`src/jels_pkg.sv`:
```
// Shared types and constants for the JSON element length scanner.
package jels_pkg;

    localparam longint unsigned MAX_LENGTH = 64'd65535;
    localparam int unsigned     MAX_DEPTH  = 32'd255;

    localparam int unsigned LEN_W   = 16;
    localparam int unsigned DEPTH_W = 8;
    localparam int unsigned BYTE_W  = 8;

    // Effective limits, clamped to what the length and depth counters hold
    localparam logic [LEN_W-1:0] LEN_LIMIT =
        LEN_W'((MAX_LENGTH < 64'd65535) ? MAX_LENGTH : 64'd65535);
    localparam logic [DEPTH_W-1:0] DEPTH_LIMIT =
        DEPTH_W'((MAX_DEPTH < 32'd255) ? MAX_DEPTH : 32'd255);

    localparam logic [BYTE_W-1:0] CH_NUL       = 8'h00;
    localparam logic [BYTE_W-1:0] CH_QUOTE     = 8'h22;
    localparam logic [BYTE_W-1:0] CH_LBRACE    = 8'h7B;
    localparam logic [BYTE_W-1:0] CH_RBRACE    = 8'h7D;
    localparam logic [BYTE_W-1:0] CH_LBRACKET  = 8'h5B;
    localparam logic [BYTE_W-1:0] CH_RBRACKET  = 8'h5D;
    localparam logic [BYTE_W-1:0] CH_COMMA     = 8'h2C;
    localparam logic [BYTE_W-1:0] CH_BACKSLASH = 8'h5C;
    localparam logic [BYTE_W-1:0] CH_SPACE     = 8'h20;
    localparam logic [BYTE_W-1:0] CH_TAB       = 8'h09;
    localparam logic [BYTE_W-1:0] CH_CR        = 8'h0D;

    typedef enum logic [1:0] {
        MODE_IDLE   = 2'd0,
        MODE_STRING = 2'd1,
        MODE_NESTED = 2'd2,
        MODE_SCALAR = 2'd3
    } t_mode;

    typedef enum logic [1:0] {
        ST_COMPLETE     = 2'd0,
        ST_UNTERMINATED = 2'd1,
        ST_EMPTY        = 2'd2,
        ST_OVERFLOW     = 2'd3
    } t_status;

    typedef struct packed {
        logic             hit;
        logic [LEN_W-1:0] length;
        t_status          status;
    } t_result;

endpackage

```
`src/jels_if.sv`:
```
// Byte and result channel interfaces for the JSON element length scanner.
interface jels_byte_if import jels_pkg::*; ();
    logic              valid;
    logic              ready;
    logic              start_req;
    logic [BYTE_W-1:0] text_byte;

    modport source (output valid, output start_req, output text_byte, input ready);
    modport sink   (input valid, input start_req, input text_byte, output ready);
endinterface

interface jels_len_if import jels_pkg::*; ();
    logic             valid;
    logic             ready;
    logic [LEN_W-1:0] length;
    logic [1:0]       status;

    modport source (output valid, output length, output status, input ready);
    modport sink   (input valid, input length, input status, output ready);
endinterface

```
`src/jels_scan_core.sv`:
```
// Scan state registers and the per-byte update of the JSON element scanner.
module jels_scan_core import jels_pkg::*; (
    input  logic              i_clk,
    input  logic              i_rst_n,
    input  logic              i_step,
    input  logic              i_start,
    input  logic [BYTE_W-1:0] i_byte,
    output t_result           o_res
);

    t_mode              r_mode,    n_mode;
    logic               r_brace,   n_brace;
    logic               r_quote,   n_quote;
    logic               r_prev_bs, n_prev_bs;
    logic [DEPTH_W-1:0] r_depth,   n_depth;
    logic [LEN_W-1:0]   r_pos,     n_pos;

    always_ff @(posedge i_clk) begin
        if (!i_rst_n) begin
            r_mode    <= MODE_IDLE;
            r_brace   <= 1'b0;
            r_quote   <= 1'b0;
            r_prev_bs <= 1'b0;
            r_depth   <= '0;
            r_pos     <= '0;
        end else begin
            r_mode    <= n_mode;
            r_brace   <= n_brace;
            r_quote   <= n_quote;
            r_prev_bs <= n_prev_bs;
            r_depth   <= n_depth;
            r_pos     <= n_pos;
        end
    end

    always_comb begin
        logic               fin;
        logic [LEN_W-1:0]   fin_len;
        t_status            fin_st;
        logic [LEN_W-1:0]   pos_inc;
        logic [DEPTH_W-1:0] depth_dec;
        logic               is_stop;
        logic [BYTE_W-1:0]  open_ch;
        logic [BYTE_W-1:0]  close_ch;

        n_mode    = r_mode;
        n_brace   = r_brace;
        n_quote   = r_quote;
        n_prev_bs = r_prev_bs;
        n_depth   = r_depth;
        n_pos     = r_pos;
        fin       = 1'b0;
        fin_len   = r_pos;
        fin_st    = ST_COMPLETE;
        pos_inc   = r_pos + LEN_W'(1);
        depth_dec = (r_depth != '0) ? r_depth - DEPTH_W'(1) : r_depth;
        open_ch   = r_brace ? CH_LBRACE : CH_LBRACKET;
        close_ch  = r_brace ? CH_RBRACE : CH_RBRACKET;
        is_stop   = (i_byte == CH_COMMA) || (i_byte == CH_RBRACKET) ||
                    (i_byte == CH_RBRACE) || (i_byte == CH_SPACE) ||
                    ((i_byte >= CH_TAB) && (i_byte <= CH_CR));

        if (i_step) begin
            if (i_start) begin
                // restart: drop any running scan
                n_mode    = MODE_IDLE;
                n_quote   = 1'b0;
                n_depth   = '0;
                n_brace   = 1'b0;
                n_pos     = '0;
                n_prev_bs = 1'b0;
                if (i_byte == CH_NUL) begin
                    fin     = 1'b1;
                    fin_len = '0;
                    fin_st  = ST_EMPTY;
                end else begin
                    n_pos     = LEN_W'(1);
                    n_prev_bs = (i_byte == CH_BACKSLASH);
                    if (i_byte == CH_QUOTE) begin
                        n_mode = MODE_STRING;
                    end else if (i_byte == CH_LBRACE || i_byte == CH_LBRACKET) begin
                        n_mode  = MODE_NESTED;
                        n_brace = (i_byte == CH_LBRACE);
                        n_depth = DEPTH_W'(1);
                    end else begin
                        n_mode = MODE_SCALAR;
                    end
                end
            end else if (r_mode != MODE_IDLE) begin
                if (r_mode == MODE_SCALAR && (i_byte == CH_NUL || is_stop)) begin
                    fin = 1'b1;
                end else if (i_byte == CH_NUL) begin
                    fin    = 1'b1;
                    fin_st = ST_UNTERMINATED;
                end else if (r_pos >= LEN_LIMIT) begin
                    fin    = 1'b1;
                    fin_st = ST_OVERFLOW;
                end else begin
                    n_pos   = pos_inc;
                    fin_len = pos_inc;
                    if (r_mode == MODE_STRING) begin
                        if (i_byte == CH_QUOTE && !r_prev_bs) begin
                            fin = 1'b1;
                        end
                    end else if (r_mode == MODE_NESTED) begin
                        if (r_quote) begin
                            if (i_byte == CH_QUOTE) begin
                                n_quote = 1'b0;
                            end
                        end else if (i_byte == CH_QUOTE) begin
                            n_quote = 1'b1;
                        end else if (i_byte == open_ch) begin
                            if (r_depth >= DEPTH_LIMIT) begin
                                fin    = 1'b1;
                                fin_st = ST_OVERFLOW;
                            end else begin
                                n_depth = r_depth + DEPTH_W'(1);
                            end
                        end else if (i_byte == close_ch && !r_prev_bs) begin
                            n_depth = depth_dec;
                            if (depth_dec == '0) begin
                                fin = 1'b1;
                            end
                        end
                    end
                    n_prev_bs = (i_byte == CH_BACKSLASH);
                end
            end
        end

        if (fin) begin
            n_mode  = MODE_IDLE;
            n_quote = 1'b0;
            n_depth = '0;
        end

        o_res.hit    = fin;
        o_res.length = fin_len;
        o_res.status = fin_st;
    end

    a_result_idles: assert property (@(posedge i_clk) disable iff (!i_rst_n)
        o_res.hit |=> r_mode == MODE_IDLE)
        else $error("scan did not return to idle after a result");

    a_idle_silent: assert property (@(posedge i_clk) disable iff (!i_rst_n)
        (i_step && !i_start && r_mode == MODE_IDLE) |-> !o_res.hit)
        else $error("result from a byte outside any element");

    a_depth_nested: assert property (@(posedge i_clk) disable iff (!i_rst_n)
        (r_mode != MODE_NESTED) |-> (r_depth == '0 && !r_quote))
        else $error("nesting state left over outside a nested scan");

    a_pos_limit: assert property (@(posedge i_clk) disable iff (!i_rst_n)
        r_pos <= LEN_LIMIT)
        else $error("byte position beyond the length limit");

endmodule

```
`src/json_element_length_scanner.sv`:
```
// A byte goes to the input register; the result it ends goes to the result register.
// Throughput: one byte per cycle while the output is not held; the input register and
//   result register let a new byte transfer while a finished result still waits at the output.
// The combinational per-byte update of scan mode, depth and byte position sets that rate.
// Reset (i_rst_n low, synchronous) returns the scan to idle and empties both registers.
// Top level of the JSON element length scanner.
module json_element_length_scanner import jels_pkg::*; (
    input  logic        i_clk,
    input  logic        i_rst_n,
    jels_byte_if.sink   i_text,
    jels_len_if.source  o_len
);

    logic              r_in_valid;
    logic              r_in_start;
    logic [BYTE_W-1:0] r_in_byte;
    logic              r_out_valid;
    logic [LEN_W-1:0]  r_out_len;
    t_status           r_out_status;
    logic              advance;
    logic              step;
    t_result           res;

    // Advance the scan stage whenever the result register is free or being drained
    assign advance      = !r_out_valid || o_len.ready;
    assign step         = r_in_valid && advance;
    assign i_text.ready = !r_in_valid || advance;

    // Input register: hold the byte until the scan stage takes it
    always_ff @(posedge i_clk) begin
        if (!i_rst_n) begin
            r_in_valid <= 1'b0;
        end else if (i_text.valid && i_text.ready) begin
            r_in_valid <= 1'b1;
        end else if (advance) begin
            r_in_valid <= 1'b0;
        end
    end

    always_ff @(posedge i_clk) begin
        if (i_text.valid && i_text.ready) begin
            r_in_start <= i_text.start_req;
            r_in_byte  <= i_text.text_byte;
        end
    end

    jels_scan_core u_core (
        .i_clk   (i_clk),
        .i_rst_n (i_rst_n),
        .i_step  (step),
        .i_start (r_in_start),
        .i_byte  (r_in_byte),
        .o_res   (res)
    );

    // Result register: load only when the step ends an element
    always_ff @(posedge i_clk) begin
        if (!i_rst_n) begin
            r_out_valid <= 1'b0;
        end else if (advance) begin
            r_out_valid <= step && res.hit;
        end
    end

    always_ff @(posedge i_clk) begin
        if (step && res.hit) begin
            r_out_len    <= res.length;
            r_out_status <= res.status;
        end
    end

    assign o_len.valid  = r_out_valid;
    assign o_len.length = r_out_len;
    assign o_len.status = r_out_status;

endmodule
```
`src/flat_wrapper.sv`:
```
// flat-port wrapper written by rule: the top's interface ports become plain ports
module json_element_length_scanner_flat import jels_pkg::*;
  (i_clk, i_rst_n, i_text_valid, i_text_start_req, i_text_text_byte, i_text_ready, o_len_valid, o_len_length, o_len_status, o_len_ready);
  jels_byte_if i_text_i ();
  jels_len_if o_len_i ();
  input  logic i_clk;
  input  logic i_rst_n;
  input wire logic [$bits(i_text_i.valid)-1:0] i_text_valid;
  input wire logic [$bits(i_text_i.start_req)-1:0] i_text_start_req;
  input wire logic [$bits(i_text_i.text_byte)-1:0] i_text_text_byte;
  output wire logic [$bits(i_text_i.ready)-1:0] i_text_ready;
  output wire logic [$bits(o_len_i.valid)-1:0] o_len_valid;
  output wire logic [$bits(o_len_i.length)-1:0] o_len_length;
  output wire logic [$bits(o_len_i.status)-1:0] o_len_status;
  input wire logic [$bits(o_len_i.ready)-1:0] o_len_ready;
  assign i_text_i.valid = i_text_valid;
  assign i_text_i.start_req = i_text_start_req;
  assign i_text_i.text_byte = i_text_text_byte;
  assign i_text_ready = i_text_i.ready;
  assign o_len_valid = o_len_i.valid;
  assign o_len_length = o_len_i.length;
  assign o_len_status = o_len_i.status;
  assign o_len_i.ready = o_len_ready;
  json_element_length_scanner u_core (.i_clk(i_clk), .i_rst_n(i_rst_n), .i_text(i_text_i), .o_len(o_len_i));
endmodule
```
`config.mk`:
```
export PLATFORM = sky130hd
export DESIGN_NAME = json_element_length_scanner_flat
export DESIGN_NICKNAME = d
export VERILOG_FILES = /design/src/jels_pkg.sv /design/src/jels_if.sv /design/src/jels_scan_core.sv /design/src/json_element_length_scanner.sv /design/src/flat_wrapper.sv
export SDC_FILE = /design/constraint.sdc
export NUM_CORES = 1
export LEC_CHECK = 0
export ABC_CLOCK_PERIOD_IN_PS = 3640
export BUFFER_PORTS_ARGS = -buffer_cell sky130_fd_sc_hd__buf_4
export CAP_MARGIN = 15
export CORE_UTILIZATION = 50
export CTS_CLUSTER_DIAMETER = 50
export DETAILED_ROUTE_END_ITERATION = 8
export PLACE_DENSITY = 0.67
export SYNTH_ARGS = -nofsm -noshare
export SYNTH_HDL_FRONTEND = slang
export SYNTH_SLANG_ARGS = --single-unit
export TNS_END_PERCENT = 20
```
`constraint.sdc`:
```
create_clock -name i_clk -period 3.64 [get_ports i_clk]
set_input_delay 0.546 -clock i_clk [delete_from_list [all_inputs] [get_ports i_clk]]
set_output_delay 0.546 -clock i_clk [all_outputs]
set_load 0.05 [all_outputs]
```
==> metrics, run 1 <==
final worst path period need=2859 ps; Avg Cell Area, Syn=9.308 µm²; final setup vio count=0; Seq. cell area=0.001431 mm²; worst setup margin=781.3 ps; post-synthesis async set-or-reset flop share=0%; die height=87.10 µm; Worst Tran Pin Value=914.7 ps; initial antenna violation count=0; Total Routing Usage GR=25.59%; WP buf/inv=2; fin crit share=78.54%; cts bufs inserted=9; Initial Utilization=52.43%; cells on worst reg2reg path=9; Setup Skew=5.435 ps; status=complete, no violations; CTS Buffer Depth=2; routed wire length=8918 µm; post-synthesis register bit count=58; Post-DP HPWL=6170 µm; post-route cell area=0.004104 mm²; critical path type=reg2reg; NetSw=0.3618 mW; Clock transition at path regs=70 ps; count of pins over their slew limit=0; P_leak=1.424 nW; crit-path leading delay family=simple AND/OR/NAND/NOR gates; ys flop type=dfxtp_1; area delta synth->final=13.34%; postcts setup bufs=0; Placement Cell Area=0.003929 mm²; WP depth=9; Yosys cell types=71; Worst EP required=3680 ps; RSZ-0062 raised after global routing=no; CP max stage cell=or3_1; Int Pwr=1.014 mW; n_diodes=0; Worst EP arrival=2900 ps; drt via density=6.270; Die Wd=87.10 µm; Sw Share=26.29%; pre-CTS setup slack=802.1 ps; register area share after synthesis=39.53%; CTS resizes=0; final count of hold timing violations=0; clk_lat worst skew=360 ps; Power Density=335.3 mW/mm²; Layout fillers=643; core area=0.006907 mm²; Multi-input gate area=0.002039 mm²; global-route wire length before repair=14650 µm; HP Class=in2reg; clock network power share=40.3%; Logic pwr share=8.6%; port bufs=32; Post-Synthesis Cell Area=0.003621 mm²; hold path cells=1; CTS sink cnt=58; GR Overflow Total=0; cell chain of the critical path=inv_1 -> ha_1 -> nor4b_2 -> nand2_1 -> o311a_1 -> or3_1 -> o211ai_2 -> and2_1 -> buf_4; Seq pwr share=51.2%; Die ar.=0.007586 mm²; post-synthesis net count=406; Final GP Congestion=0.8969; maximum clock frequency=0.3498 GHz; Syn Inst Count=389; number of synthesized flops with an enable pin=27; NumNets Final=434; Wirelength per Cell=17.22 µm; first-pass iteration count of the detailed router=5; CP max FO=18; most area-hungry cell type in the Yosys netlist=edfxtp_1; commonest non-fill, non-tap cell in the layout=buf_4; share of the synthesized area in the top cell type=22.39%; vias in the first global route=2886; worst stage delay on the critical path=400 ps; residual DRC count=0; maximum VDD drop=0.2013 mV; TNS Setup=0 ps; FP Rows=30; Worst setup SP type=flip-flop; via count=3248; CTS tree=done; share of layout cells above drive strength 1=19.91%; clk root buf=clkbuf_8; initial drt markers=212; Worst Setup End Kind=flip-flop; most frequent cells in the layout=buf_4 (40), nand2_1 (34), nor2_1 (34); Hold Slack=361.7 ps; Top Ports=33; cts hold-fix bufs=0; H-tree depth=3; synth warn=0; max-cap viol count=0; most area-consuming cells after synthesis=edfxtp_1 (22%), dfxtp_1 (17%), nand2_1 (3.5%); Max transition margin=38.80%; largest net degree at the start of global routing=20; Antenna Nets Post-Route=0
logic make-up after synthesis:
logic type	after synthesis	synth area share [%]
multiplexers	5	1.417
buffers and inverters	33	4.146
AND/OR/NAND/NOR	170	26.85
flip-flops	58	39.53
XOR/XNOR	15	3.628
adder cells (fa/ha/maj)	4	1.382
AO/OA/AOI/OAI	104	23.05
power by group through the flow:
stage / combinational (mW) / clock, mW / sequential, mW
2_1_floorplan: 0.0665 / 0 / 0.729
3_3_place_gp: 0.116 / 0 / 0.718
3_5_place_dp: 0.116 / 0 / 0.719
4_1_cts: 0.116 / 0.558 / 0.704
5_1_grt: 0.127 / 0.584 / 0.706
6_report: 0.118 / 0.554 / 0.704
Yosys cell counts, types with 3 or more instances:
cell and n:
nand2_1 34, nor2_1 34, dfxtp_1 31, edfxtp_1 27
a21oi_1 21, nand3_1 19, clkbuf_1 12, nand4_1 12
nor3_1 11, o21ai_0 11, inv_1 10, a211oi_1 9
a31oi_1 9, buf_2 9, and3_1 8, xor2_1 8
nor4_1 7, xnor2_1 7, a21o_1 5, a41oi_1 5
and2_1 5, nand2b_1 5, o31ai_1 5, a221oi_2 4
a22oi_1 4, ha_1 4, mux2i_1 4, nor4_2 4
and4_1 3, o211ai_1 3, o221a_2 3, or3_1 3
worst register-to-register path: cells and delay by family, from the launching register on:
family	cells	cell delay, ps
compound gates	2	370
fa+ha+maj	1	140
buf+inv	2	380
flops	1	380
simple gates	4	1270
sequential cells by signal (all words and copies together) (netlist names), 2 cells and up:
name	flops
u_core.o_len.status	2
u_core.u_core.r_depth	8
u_core.u_core.r_pos	16
u_core.r_in_byte	8
u_core.o_len.length	16
u_core.u_core.r_mode	2
final cells by class:
| class | instances | area share (%) |
|---|---|---|
| Sequential cell | 58 | 34.88 |
| Timing Repair Buffer | 40 | 7.317 |
| Clock inverter | 2 | 0.3049 |
| Tap cell | 96 | 2.927 |
| Multi-Input combinational cell | 298 | 49.70 |
| Inverter | 10 | 0.9146 |
| Clock buffer | 14 | 3.963 |
metal layers:
layer / up-vias / track usage, % / share of wire [%]
li1: 1564 / - / -
met5: - / 0 / 0
met3: 24 / 4.929 / 6.3
met1: 1538 / 37.03 / 48
met2: 122 / 35.65 / 42
met4: 0 / 14.16 / 2.9
per-stage QoR:
stage	power, mW	instances	util (%)
6_report	1.376	518	59.42
2_1_floorplan	0.7953	389	-
4_1_cts	1.379	518	59.42
5_1_grt	1.417	518	59.42
3_3_place_gp	0.8344	502	56.88
3_5_place_dp	0.8349	502	56.88
worst paths after layout:
| path | start | endpoint | slack, ps |
|---|---|---|---|
| max | u_core.u_core.r_depth[1]$_SDFFE_PP0P_ | u_core.o_len.length[10]$_DFFE_PP_ | 780 |
| min | i_text_text_byte[6] | u_core.r_in_byte[6]$_DFFE_PP_ | 360 |
| max reg2reg | u_core.u_core.r_depth[1]$_SDFFE_PP0P_ | u_core.o_len.length[10]$_DFFE_PP_ | 780 |
| min reg2reg | u_core.u_core.r_prev_bs$_SDFFE_PN0P_ | u_core.u_core.r_prev_bs$_SDFFE_PN0P_ | 480 |
(Power assumes the default switching activity.)
==> run 2, diff against run 1 <==
- ABC_AREA: unset -> 1
- ABC_CLOCK_PERIOD_IN_PS: 3640 -> 2850
- clock period: 3.64 -> 2.85 ns (I/O delays scaled with it)
==> run 2 against run 1 <==
Critical path depth decreased by 2. Largest cell class unchanged. Design area increased by 2.0%. Global-route usage decreased by 1.0 points. Highest routed layer unchanged. Fmax increased by 18%. Clock skew increased by 1.9 ps. Sequential cell count unchanged. Power increased by 42%.
==> metrics, run 2 <==
status=complete, no violations (unchanged); pre-CTS setup slack=445.6 ps (was 802.1 ps); final worst path period need=2420 ps (was 2859 ps); NetSw=0.4513 mW (was 0.3618 mW); Die ar.=0.007635 mm² (was 0.007586 mm²); HP Class=in2reg (unchanged); maximum clock frequency=0.4133 GHz (was 0.3498 GHz); initial antenna violation count=0 (unchanged); top-count cell post-synth=nand2_1; first-pass iteration count of the detailed router=5 (unchanged); post-layout instance count excluding filler cells=636 (was 518); Setup Skew=7.350 ps (was 5.435 ps); vias in the first global route=3123 (was 2886); drt via density=5.223 (was 6.270); share of layout cells above drive strength 1=19.07% (was 19.91%); post-synthesis net count=516 (was 406); Seq pwr share=45.9% (was 51.2%); CP max FO=14 (was 18); RSZ-0062 raised after global routing=no (unchanged); Worst EP required=2940 ps (was 3680 ps); Wirelength per Cell=13.01 µm (was 17.22 µm); Final GP Congestion=0.9435 (was 0.8969); H-tree depth=3 (unchanged); Syn Inst Count=499 (was 389); Yosys cell types=37 (was 71); CTS resizes=0 (unchanged); CTS Buffer Depth=2 (unchanged); maximum VDD drop=0.4006 mV (was 0.2013 mV); fin crit share=84.90% (was 78.54%); Worst setup SP type=flip-flop (unchanged); Post-DP HPWL=6038 µm (was 6170 µm); number of synthesized flops with an enable pin=27 (unchanged); register area share after synthesis=39.27% (was 39.53%); Initial Utilization=52.77% (was 52.43%); ys flop type=dfxtp_1 (unchanged); clock network power share=46.5% (was 40.3%); Worst Setup End Kind=flip-flop (unchanged); Max transition margin=58.47% (was 38.80%); port bufs=32 (unchanged); core area=0.006907 mm² (unchanged); most frequent cells in the layout=nand2_1 (113), inv_1 (63), nand3_1 (57) (was buf_4 (40), nand2_1 (34), nor2_1 (34)); postcts setup bufs=0 (unchanged); Avg Cell Area, Syn=7.304 µm² (was 9.308 µm²); fin util=60.62% (was 59.42%); Sw Share=23.03% (was 26.29%); Clock transition at path regs=70 ps (about the same); TNS Setup=0 ps (unchanged); Power Density=468.2 mW/mm² (was 335.3 mW/mm²); cts bufs inserted=9 (unchanged); clk_lat worst skew=340 ps (was 360 ps); n_diodes=0 (unchanged); final count of hold timing violations=0 (unchanged); routed wire length=8277 µm (was 8918 µm); synth warn=0 (unchanged); FP Rows=30 (unchanged); area delta synth->final=14.86% (was 13.34%); residual DRC count=0 (unchanged); via count=3322 (was 3248); CTS tree=done (unchanged); critical path type=reg2reg (unchanged); final setup vio count=0 (unchanged); most area-consuming cells after synthesis=edfxtp_1 (22%), dfxtp_1 (17%), nand2_1 (12%) (was edfxtp_1 (22%), dfxtp_1 (17%), nand2_1 (3.5%)); post-synthesis register bit count=58 (unchanged); Int Pwr=1.509 mW (was 1.014 mW); NumNets Final=552 (was 434); count of pins over their slew limit=0 (unchanged); Post-synth top cells=nand2_1 (113), inv_1 (63), nand3_1 (57), nor2_1 (53), dfxtp_1 (31) (was nand2_1 (34), nor2_1 (34), dfxtp_1 (31), edfxtp_1 (27), a21oi_1 (21)); Worst Tran Pin Value=619.2 ps (was 914.7 ps); share of the synthesized area in the top cell type=22.25% (was 22.39%); largest net degree at the start of global routing=20 (unchanged); GR Overflow Total=0 (unchanged); CTS sink cnt=58 (unchanged); initial drt markers=164 (was 212); Die Wd=87.38 µm (was 87.10 µm); # placed instances=620 (was 502); clk root buf=clkbuf_8 (unchanged); Logic pwr share=7.6% (was 8.6%); post-synthesis async set-or-reset flop share=0% (unchanged); global-route wire length before repair=14300 µm (was 14650 µm); max-cap viol count=0 (unchanged); die height=87.38 µm (was 87.10 µm); Post-Synthesis Cell Area=0.003645 mm² (was 0.003621 mm²); Top Ports=33 (unchanged); Worst EP arrival=2510 ps (was 2900 ps); worst setup margin=430.2 ps (was 781.3 ps); cts hold-fix bufs=0 (unchanged); P_leak=1.769 nW (was 1.424 nW); Total Routing Usage GR=24.56% (was 25.59%); most area-hungry cell type in the Yosys netlist=edfxtp_1 (unchanged); commonest non-fill, non-tap cell in the layout=nand2_1 (was buf_4); Antenna Nets Post-Route=0 (unchanged)
-- run 2: cell count changes in the layout (fill, tap and decap cells not counted), sizes merged, moves of 11 or more --
| cell | change |
|---|---|
| nor2 | +44 |
| nand3 | +42 |
| a211oi | -11 |
| inv | +60 |
| nand2 | +89 |
| o21ai | +17 |
-- run 2: kinds of logic after synthesis --
family / synth area share (%)
adders and majority gates: 1.373
and+or+nand+nor: 39.14
xor gates and xnor gates: 1.648
buffers and inverters: 9.578
AOI/OAI and AO/OA: 8.995
DFF: 39.27
-- run 2: critical path: stages, from the launching register on --
cell and delay, ps:
edfxtp_1 500, inv_1 300, nor2_1 410, clkinv_1 420, nand2_1 280, o21ai_1 100
nand2_1 90, o21ai_1 70
-- run 2: power by group through the flow --
stage                     Sequential, mW  Combinational [mW]  Clock (mW)
after global placement             0.916               0.147           0
after global routing               0.900               0.163       0.960
final                              0.899               0.149       0.912
after CTS                          0.899               0.148       0.933
after detailed placement           0.917               0.147           0
after floorplan                    0.927              0.0922           0
-- run 2: area by class of cell --
type / instances / area [µm²]
Timing Repair Buffer: 35 / 262.8
Fill cell: 647 / 2720
Multi-Input combinational cell: 358 / 1864
Sequential cell: 58 / 1431
Clock inverter: 5 / 102.6
Clock buffer: 11 / 131.4
Inverter: 73 / 274.0
Tap cell: 96 / 120.1
-- run 2: final timing paths --
kind / cells past startpoint / slack (ps) / endpoint / from
setup / recovery: 7 / 430 / u_core.o_len.length[5]$_DFFE_PP_ / u_core.r_in_start$_DFFE_PP_
hold / removal: 1 / 260 / u_core.r_in_byte[4]$_DFFE_PP_ / i_text_text_byte[4]
setup reg to reg: 7 / 430 / u_core.o_len.length[5]$_DFFE_PP_ / u_core.r_in_start$_DFFE_PP_
hold reg to reg: 2 / 500 / u_core.u_core.r_pos[14]$_SDFFE_PN0P_ / u_core.u_core.r_pos[14]$_SDFFE_PN0P_
-- run 2: metal layers --
| layer | global-route usage (%) | routed length (µm) | vias up |
|---|---|---|---|
| met5 | 0 | 0 | - |
| met2 | 37.07 | 3586 | 108 |
| met1 | 33.06 | 4011 | 1490 |
| met3 | 5.687 | 487 | 16 |
| li1 | - | - | 1708 |
| met4 | 11.92 | 191 | 0 |
-- run 2: through the flow --
stage / hold WS (ps) / area (µm²) / power, mW
floorplan: 471.5 / 3645 / 1.019
global placement: 487.0 / 3953 / 1.064
detailed placement: 486.4 / 3953 / 1.064
CTS: 234.1 / 4187 / 1.979
global route: 236.8 / 4187 / 2.023
finish: 256.0 / 4187 / 1.960
